**src/rtl/core/stl_pkg.sv**
```systemverilog
`timescale 1ns / 1ps
// ----------------------------------------------------------------------------
// Session table package
// Shared constants, codes and types of the session table core.
// ----------------------------------------------------------------------------
package stl_pkg;

  localparam int ENTRIES_DEF   = 8;
  localparam int TIME_BITS_DEF = 48;

  localparam int OP_W    = 2;
  localparam int TOKEN_W = 64;
  localparam int CFG_W   = 48;
  localparam int CODE_W  = 3;
  localparam int SLOT_W  = 3;
  localparam int OUT_W   = 8;

  localparam logic [CFG_W-1:0] TIMEOUT_RST = 48'd600000000;

  localparam logic [OP_W-1:0] OP_CREATE = 2'd0;
  localparam logic [OP_W-1:0] OP_TOUCH  = 2'd1;
  localparam logic [OP_W-1:0] OP_CLEAR  = 2'd2;

  localparam logic [CODE_W-1:0] RC_EMPTY        = 3'd0;
  localparam logic [CODE_W-1:0] RC_EXPIRED_SLOT = 3'd1;
  localparam logic [CODE_W-1:0] RC_EVICTED      = 3'd2;
  localparam logic [CODE_W-1:0] RC_HIT          = 3'd3;
  localparam logic [CODE_W-1:0] RC_MISS         = 3'd4;
  localparam logic [CODE_W-1:0] RC_EXPIRED      = 3'd5;
  localparam logic [CODE_W-1:0] RC_CLEARED      = 3'd6;

  typedef struct packed {
    logic [CODE_W-1:0] code;
    logic [SLOT_W-1:0] slot;
  } stl_res_t;

endpackage

```
**src/rtl/core/session_table_idle_expiry_lru_core.sv**
```systemverilog
`timescale 1ns / 1ps
// ----------------------------------------------------------------------------
// Session table with idle expiry and LRU eviction
// Keeps 128-bit session tokens with last-activity times; create, touch, clear.
// ----------------------------------------------------------------------------
// The core handles one beat at a time. Create and touch go from acceptance
// through a scan state, in which the token and time memories are read one
// entry per cycle on a single read port, then a decision state, a write-back
// state and a hand-off state that waits until the output register takes the
// result. Clear and the unused opcode go straight to the hand-off state. A
// finished result sits in the output register while the core already takes
// the next beat. The timeout register may only be written while the core is idle.
module session_table_idle_expiry_lru_core
  import stl_pkg::*;
#(
  parameter int ENTRIES   = stl_pkg::ENTRIES_DEF,
  parameter int TIME_BITS = stl_pkg::TIME_BITS_DEF,
  parameter int IN_W      = ((stl_pkg::OP_W + 2 * stl_pkg::TOKEN_W + TIME_BITS + 7) / 8) * 8
) (
  input  logic                      clk,
  input  logic                      rst_n,
  input  logic                      in_tvalid,
  output logic                      in_tready,
  // opcode, token_high, token_low, now_us
  input  logic [IN_W-1:0]           in_tdata,
  output logic                      out_tvalid,
  input  logic                      out_tready,
  // result_code, slot_index
  output logic [stl_pkg::OUT_W-1:0] out_tdata,
  input  logic                      cfg_wr_en,
  input  logic [stl_pkg::CFG_W-1:0] cfg_wr_data
);

  localparam int TOK_HI_LSB = OP_W;
  localparam int TOK_LO_LSB = OP_W + TOKEN_W;
  localparam int NOW_LSB    = OP_W + 2 * TOKEN_W;

  logic [CFG_W-1:0] timeout_r;
  logic             out_tvalid_r;
  logic [OUT_W-1:0] out_tdata_r;
  logic             res_valid;
  logic             res_ready;
  stl_res_t         res;

  stl_ctrl #(.ENTRIES(ENTRIES), .TIME_BITS(TIME_BITS)) u_ctrl (
    .clk        (clk),
    .rst_n      (rst_n),
    .req_valid  (in_tvalid),
    .req_ready  (in_tready),
    .req_op     (in_tdata[OP_W-1:0]),
    .req_tok_hi (in_tdata[TOK_HI_LSB +: TOKEN_W]),
    .req_tok_lo (in_tdata[TOK_LO_LSB +: TOKEN_W]),
    .req_now    (in_tdata[NOW_LSB +: TIME_BITS]),
    .timeout    (timeout_r),
    .res_valid  (res_valid),
    .res_ready  (res_ready),
    .res        (res)
  );

  assign res_ready = !out_tvalid_r || out_tready;

  always_ff @(posedge clk) begin
    if (!rst_n) begin
      timeout_r    <= TIMEOUT_RST;
      out_tvalid_r <= 1'b0;
    end else begin
      if (cfg_wr_en) begin
        timeout_r <= cfg_wr_data;
      end
      if (res_valid && res_ready) begin
        out_tvalid_r <= 1'b1;
        out_tdata_r  <= {{(OUT_W - CODE_W - SLOT_W){1'b0}}, res.slot, res.code};
      end else if (out_tready) begin
        out_tvalid_r <= 1'b0;
      end
    end
  end

  assign out_tvalid = out_tvalid_r;
  assign out_tdata  = out_tdata_r;

endmodule

```
**src/rtl/core/stl_ram.sv**
```systemverilog
`timescale 1ns / 1ps
// ----------------------------------------------------------------------------
// Session table RAM
// Simple dual-port memory, one write and one read port, registered read data.
// ----------------------------------------------------------------------------
module stl_ram #(
  parameter int WIDTH = 64,
  parameter int DEPTH = 8
) (
  input  logic                     clk,
  input  logic                     we,
  input  logic [$clog2(DEPTH)-1:0] waddr,
  input  logic [WIDTH-1:0]         wdata,
  input  logic [$clog2(DEPTH)-1:0] raddr,
  output logic [WIDTH-1:0]         rdata
);

  logic [WIDTH-1:0] mem [DEPTH];
  logic [WIDTH-1:0] rdata_r;

  always_ff @(posedge clk) begin
    if (we) begin
      mem[waddr] <= wdata;
    end
    rdata_r <= mem[raddr];
  end

  assign rdata = rdata_r;

endmodule

```
**src/rtl/core/stl_ctrl.sv**
```systemverilog
`timescale 1ns / 1ps
// ----------------------------------------------------------------------------
// Session table controller
// Walks the token and time memories one entry per cycle for create and touch,
// decides the slot and writes back the chosen entry, if any.
// ----------------------------------------------------------------------------
module stl_ctrl
  import stl_pkg::*;
#(
  parameter int ENTRIES   = stl_pkg::ENTRIES_DEF,
  parameter int TIME_BITS = stl_pkg::TIME_BITS_DEF
) (
  input  logic                        clk,
  input  logic                        rst_n,
  input  logic                        req_valid,
  output logic                        req_ready,
  input  logic [stl_pkg::OP_W-1:0]    req_op,
  input  logic [stl_pkg::TOKEN_W-1:0] req_tok_hi,
  input  logic [stl_pkg::TOKEN_W-1:0] req_tok_lo,
  input  logic [TIME_BITS-1:0]        req_now,
  input  logic [stl_pkg::CFG_W-1:0]   timeout,
  output logic                        res_valid,
  input  logic                        res_ready,
  output stl_pkg::stl_res_t           res
);

  localparam int IDX_W = $clog2(ENTRIES);
  localparam int CMP_W = (TIME_BITS > CFG_W) ? TIME_BITS : CFG_W;
  localparam int TOK_W = 2 * TOKEN_W;
  localparam logic [IDX_W-1:0] LAST_IDX = IDX_W'(ENTRIES - 1);

  typedef enum logic [2:0] {
    ST_IDLE,
    ST_SCAN,
    ST_FINISH,
    ST_WRITE,
    ST_DONE
  } state_t;

  state_t               state_r;
  logic [OP_W-1:0]      op_r;
  logic [TOK_W-1:0]     tok_r;
  logic [TIME_BITS-1:0] now_r;
  logic [ENTRIES-1:0]   valid_r;
  logic [IDX_W-1:0]     rd_idx_r;
  logic [IDX_W-1:0]     ev_idx_r;
  logic                 ev_v_r;
  logic                 found_r;
  logic [IDX_W-1:0]     pick_r;
  logic [CODE_W-1:0]    code_r;
  logic [TIME_BITS-1:0] min_r;
  logic [IDX_W-1:0]     min_idx_r;
  stl_res_t             res_r;

  logic [TOK_W-1:0]     tok_rd;
  logic [TIME_BITS-1:0] tm_rd;
  logic                 ev_vld;
  logic                 ev_match;
  logic                 ev_expired;
  logic                 ev_less;
  logic [TIME_BITS-1:0] ev_diff;

  logic                 wr_tok;
  logic                 wr_tm;
  logic [IDX_W-1:0]     wr_idx;
  logic [IDX_W-1:0]     fin_idx;
  logic [CODE_W-1:0]    fin_code;
  logic [IDX_W+SLOT_W-1:0] fin_slot_ext;

  stl_ram #(.WIDTH(TOK_W), .DEPTH(ENTRIES)) u_tok_ram (
    .clk   (clk),
    .we    (wr_tok),
    .waddr (wr_idx),
    .wdata (tok_r),
    .raddr (rd_idx_r),
    .rdata (tok_rd)
  );

  stl_ram #(.WIDTH(TIME_BITS), .DEPTH(ENTRIES)) u_time_ram (
    .clk   (clk),
    .we    (wr_tm),
    .waddr (wr_idx),
    .wdata (now_r),
    .raddr (rd_idx_r),
    .rdata (tm_rd)
  );

  always_comb begin
    ev_vld     = valid_r[ev_idx_r];
    ev_match   = (tok_rd == tok_r);
    ev_diff    = now_r - tm_rd;
    ev_expired = (now_r > tm_rd) && (CMP_W'(ev_diff) > CMP_W'(timeout));
    ev_less    = (tm_rd < min_r);
  end

  always_comb begin
    fin_idx  = '0;
    fin_code = RC_MISS;
    if (op_r == OP_CREATE) begin
      fin_idx  = found_r ? pick_r : min_idx_r;
      fin_code = found_r ? code_r : RC_EVICTED;
    end else if (found_r) begin
      fin_idx  = pick_r;
      fin_code = code_r;
    end
    fin_slot_ext = {{SLOT_W{1'b0}}, fin_idx};
    wr_idx       = fin_idx;
    wr_tok       = (state_r == ST_WRITE) && (op_r == OP_CREATE);
    wr_tm        = (state_r == ST_WRITE) &&
                   ((op_r == OP_CREATE) || (found_r && code_r == RC_HIT));
  end

  always_ff @(posedge clk) begin
    if (!rst_n) begin
      state_r <= ST_IDLE;
      valid_r <= '0;
      ev_v_r  <= 1'b0;
      found_r <= 1'b0;
    end else begin
      ev_v_r   <= (state_r == ST_SCAN);
      ev_idx_r <= rd_idx_r;
      unique case (state_r)
        ST_IDLE: begin
          if (req_valid) begin
            op_r     <= req_op;
            tok_r    <= {req_tok_hi, req_tok_lo};
            now_r    <= req_now;
            rd_idx_r <= '0;
            found_r  <= 1'b0;
            if (req_op == OP_CLEAR) begin
              valid_r <= '0;
              res_r   <= '{code: RC_CLEARED, slot: '0};
              state_r <= ST_DONE;
            end else if (req_op == OP_CREATE || req_op == OP_TOUCH) begin
              state_r <= ST_SCAN;
            end else begin
              res_r   <= '{code: RC_MISS, slot: '0};
              state_r <= ST_DONE;
            end
          end
        end
        ST_SCAN, ST_FINISH: begin
          if (state_r == ST_SCAN) begin
            rd_idx_r <= rd_idx_r + 1'b1;
            if (rd_idx_r == LAST_IDX) begin
              state_r <= ST_FINISH;
            end
          end else begin
            state_r <= ST_WRITE;
          end
          if (ev_v_r) begin
            if (op_r == OP_CREATE) begin
              if (!found_r) begin
                if (!ev_vld) begin
                  found_r <= 1'b1;
                  pick_r  <= ev_idx_r;
                  code_r  <= RC_EMPTY;
                end else if (ev_expired) begin
                  found_r <= 1'b1;
                  pick_r  <= ev_idx_r;
                  code_r  <= RC_EXPIRED_SLOT;
                end
              end
              if (ev_idx_r == '0 || ev_less) begin
                min_r     <= tm_rd;
                min_idx_r <= ev_idx_r;
              end
            end else if (!found_r && ev_vld && ev_match) begin
              found_r <= 1'b1;
              pick_r  <= ev_idx_r;
              code_r  <= ev_expired ? RC_EXPIRED : RC_HIT;
            end
          end
        end
        ST_WRITE: begin
          if (op_r == OP_CREATE) begin
            valid_r[fin_idx] <= 1'b1;
          end else if (found_r && code_r == RC_EXPIRED) begin
            valid_r[fin_idx] <= 1'b0;
          end
          res_r   <= '{code: fin_code, slot: fin_slot_ext[SLOT_W-1:0]};
          state_r <= ST_DONE;
        end
        ST_DONE: begin
          if (res_ready) begin
            state_r <= ST_IDLE;
          end
        end
        default: begin
          state_r <= ST_IDLE;
        end
      endcase
    end
  end

  assign req_ready = (state_r == ST_IDLE);
  assign res_valid = (state_r == ST_DONE);
  assign res       = res_r;

endmodule

```
**config.mk**
```make
export PLATFORM = sky130hd
export DESIGN_NAME = session_table_idle_expiry_lru_core
export DESIGN_NICKNAME = d
export VERILOG_FILES = /design/src/rtl/core/stl_pkg.sv /design/src/rtl/core/session_table_idle_expiry_lru_core.sv /design/src/rtl/core/stl_ram.sv /design/src/rtl/core/stl_ctrl.sv
export SDC_FILE = /design/constraint.sdc
export NUM_CORES = 2
export LEC_CHECK = 0
export BUFFER_PORTS_ARGS = -buffer_cell sky130_fd_sc_hd__buf_2
export CAP_MARGIN = 40
export CORE_UTILIZATION = 49
export CTS_CLUSTER_DIAMETER = 30
export CTS_CLUSTER_SIZE = 24
export DETAILED_ROUTE_END_ITERATION = 12
export PLACE_DENSITY = 0.61
export SLEW_MARGIN = 20
export SYNTH_ARGS = -nofsm -noshare
export SYNTH_HDL_FRONTEND = slang
export SYNTH_SLANG_ARGS = --single-unit
```
**constraint.sdc**
```tcl
create_clock -name clk -period 9.74 [get_ports clk]
set_input_delay 1.948 -clock clk [delete_from_list [all_inputs] [get_ports clk]]
set_output_delay 1.948 -clock clk [all_outputs]
set_load 0.01 [all_outputs]
```
==> summary.md <==
| Metric | Value |
|---|---|
| Initial antenna violation count | 16 |
| Antenna viol nets, final | 0 |
| Register bit count reported by yosys | 1899 |
| Worst R2R Start | u_ctrl.now_r[0] |
| Synth Area per Inst | 19.6 sq um |
| Vias in the first global route | 38.3k |
| Post-synth ARST share | 0% |
| Crit path DAT | 7.53 ns |
| Post-layout min period | 6.96 ns |
| Final #Nets | 4684 |
| Layout cells sized above 1 | 32.9% |
| Setup crit end | u_ctrl.code_r[0] |
| Buf/Inv on CP | 5 |
| DR vias | 36.3k |
| Critical Path Source | u_ctrl.now_r[0] |
| DR DRC count | 0 |
| Reg clk slew, reported paths | 0.05 ns |
| Sequential share of the synthesized area | 74.7% |
| WL/cell | 25.1 um |
| CTS Buffer Depth | 4 |
| Grt peak-use layer | met2 |
| Initial Utilization | 49.5% |
| CTS Root Cell | clkbuf_16 |
| DIE AREA | 151000 sq um |
| Top Family by Delay on Critical Path | compound AO/OA/AOI/OAI gates |
| DP HPWL | 93800 um |
| Dpl ws | 2.51 ns |
| Clock Sink Count | 1899 |
| Post-synth EDFFs | 1661 |
| Final Hold Violating Endpoints | 0 |
| Required time worst endpoint | 10.30 ns |
| Final Max Tran Viols | 0 |
| Pre-antenna DRT Iters | 5 |
| Final Skew | 0.0573 ns |
| Mapped cell area | 73100 sq um |
| GRT overflow | 0 |
| Critical path launch point type | register |
| Achievable Freq | 0.144 GHz |
| Cell Rows | 141 |
| Hold Buf Count CTS | 0 |
| Later-pin clock latency in the skew report | 0.92 ns |
| Distinct cells, synth | 70 |
| Area grow syn2layout | 24.1% |
| Status | finished clean |
| CTS tree | done |
| Area contributors post-synth | edfxtp_1, mux4_2, dfxtp_1 |
| TritonCTS Buffers | 388 |
| Post-cts resize count | 0 |
| Die Span Y | 388 um |
| Cell accounting for the most synthesized area | edfxtp_1 |
| Largest net degree at the start of global routing | 131 |
| Area share of the largest cell type after synthesis | 68.2% |
| Routed wire length | 164000 um |
| Syn Inst Count | 3722 |
| Final setup violation count | 0 |
| Power Dens Cells | 279 nW/um^2 |
| Static Leakage | 32.0 nW |
| Max transition margin | 30.5% |
| Final GP Congestion | 0.810 |
| GRT Util Overall | 21.9% |
| First-pass GRT wire length | 242000 um |
| Grt met2 use | 36.3% |
| Crit path max fanout | 9 |
| Pin slew with the least headroom to its limit | 1.04 ns |
| CP Capture Type | register |
| RR Endpoint | u_ctrl.code_r[0] |
| Setup WS post-layout | 2.78 ns |
| Crit path depth | 26 |
| Slowest stage delay, CP | 0.51 ns |
| Grt met1 use | 28.6% |
| Vias per cell | 5.55 |
| Fillers | 10.5k |
| Num ports | 247 |
| Final setup TNS | 0 ns |
| Maximum vdd drop | 0.286 mV |
| Synth warnings | 0 |
| Number of max-cap violations | 0 |
| IO buf count | 238 |
| Post-CTS Setup Inserts | 0 |
| CP Class | reg -> reg |
| Die X | 388 um |
| Grt met3 use | 4.51% |
| Hold Crit Class | reg -> reg |
| Fin crit share | 71.5% |
| Tot Pwr | 25.3 mW |
| RSZ-0062 raised after global routing | false |
| Slowest stage cell, crit path | edfxtp_1 |
| Dominant synthesized flop cell | edfxtp_1 |
| Reg2Reg Setup Slack | 2.78 ns |
| DRT iter0 DRCs | 2523 |
| Floorplan core area | 148000 sq um |
| Htree depth | 5 |
| Worst R2R Path Depth | 26 |
[worst register-to-register path, delay by kind of cell (launching register included)]
family / cells / cell delay (ns)
compound gates: 14 / 3.37
xor+xnor: 1 / 0.16
fa+ha+maj: 3 / 0.84
buf+inv: 5 / 0.93
flops: 1 / 0.51
simple gates: 3 / 0.84
[cells in the final DEF, fill, tap and decap left out, types with 41 or more instances in the layout]
cell           n
mux4_2       354
clkinv_2      67
buf_2        239
clkbuf_16    392
clkinvlp_4    41
dfxtp_1      238
ha_1         145
xnor2_1       49
mux2_2       176
inv_1        205
nor2b_1       68
a21o_1        69
buf_4         42
xor2_1        75
nand2_1       50
bufinv_16     60
nand4_1       41
nor2_1        44
a21oi_1       87
edfxtp_1    1661
[cell usage after synthesis (49+ instances only)]
cell / number
edfxtp_1: 1661
dfxtp_1: 238
nor2_1: 60
mux4_2: 354
xnor2_1: 49
ha_1: 145
clkbuf_1: 90
mux2_2: 176
inv_1: 205
nor2b_1: 68
a21oi_1: 87
xor2_1: 75
a21o_1: 69
nand2_1: 50
[cell families after synthesis]
group	share of synthesized area (%)
buf+inv	1.72
fa+ha+maj	2.51
other cells	0.00513
xor+xnor	1.49
mux	14.2
compound gates	2.99
simple gates	2.41
flops	74.7
[power breakdown]
part | switching [mW] | total (mW) | internal [mW]
Clock | 4.18 | 13.2 | 9.03
Sequential | 0.288 | 9.53 | 9.24
Combinational | 1.34 | 2.57 | 1.22
[layer usage]
layer | vias to the layer above | part of all wire, %
met5 | - | 0.042
met4 | 10 | 2.9
met3 | 329 | 5.5
met2 | 1057 | 50
met1 | 18800 | 42
li1 | 16200 | -
[worst min path at each step]
stage | cells past startpoint | end | from
finish | 0 | out_tdata[1] | u_ctrl.res[4]
global route | 0 | out_tdata[3] | u_ctrl.res[0]
CTS | 0 | out_tdata[1] | u_ctrl.res[4]
detailed placement | 0 | out_tdata[1] | u_ctrl.res[4]
global placement | 0 | out_tdata[1] | u_ctrl.res[4]
floorplan | 0 | out_tdata[0] | u_ctrl.res[3]
[state kept, by name (all words and copies together) (netlist names), 2 cells and up]
register                 cells
u_ctrl.ev_idx_r              3
u_ctrl.tok_r               128
out_tdata                    6
u_ctrl.pick_r                3
u_ctrl.min_idx_r             3
u_ctrl.code_r                3
u_ctrl.valid_r               8
timeout_r                   48
u_ctrl.u_tok_ram.mem      1024
u_ctrl.u_time_ram.rdata     48
u_ctrl.u_time_ram.mem      384
u_ctrl.u_tok_ram.rdata     128
u_ctrl.state_r               3
u_ctrl.min_r                48
u_ctrl.rd_idx_r              3
u_ctrl.res                   6
u_ctrl.op_r                  2
u_ctrl.now_r                48
[cell type report]
type	count	area, sq um	share of cell area [%]
timing repair buffer	316	2240	2.47
sequential	1899	54600	60.2
tap	1930	2410	2.66
clock inverter	253	3110	3.43
antenna	4	10.0	0.0110
inverter	205	769	0.848
multi-input combinational	1491	17400	19.2
clock buffer	446	10200	11.2
[per-stage QoR]
step | cells | hold WS [ns] | area (sq um) | util, %
finish | 6544 | 0.415 | 90700 | 61.4
detailed placement | 5837 | 0.405 | 77400 | 52.3
floorplan | 3723 | 0.400 | 73100 | -
global placement | 5812 | 0.409 | 76900 | 52.0
CTS | 6536 | 0.413 | 90600 | 61.3
global route | 6540 | 0.417 | 90700 | 61.4
(Power assumes the default switching activity.)
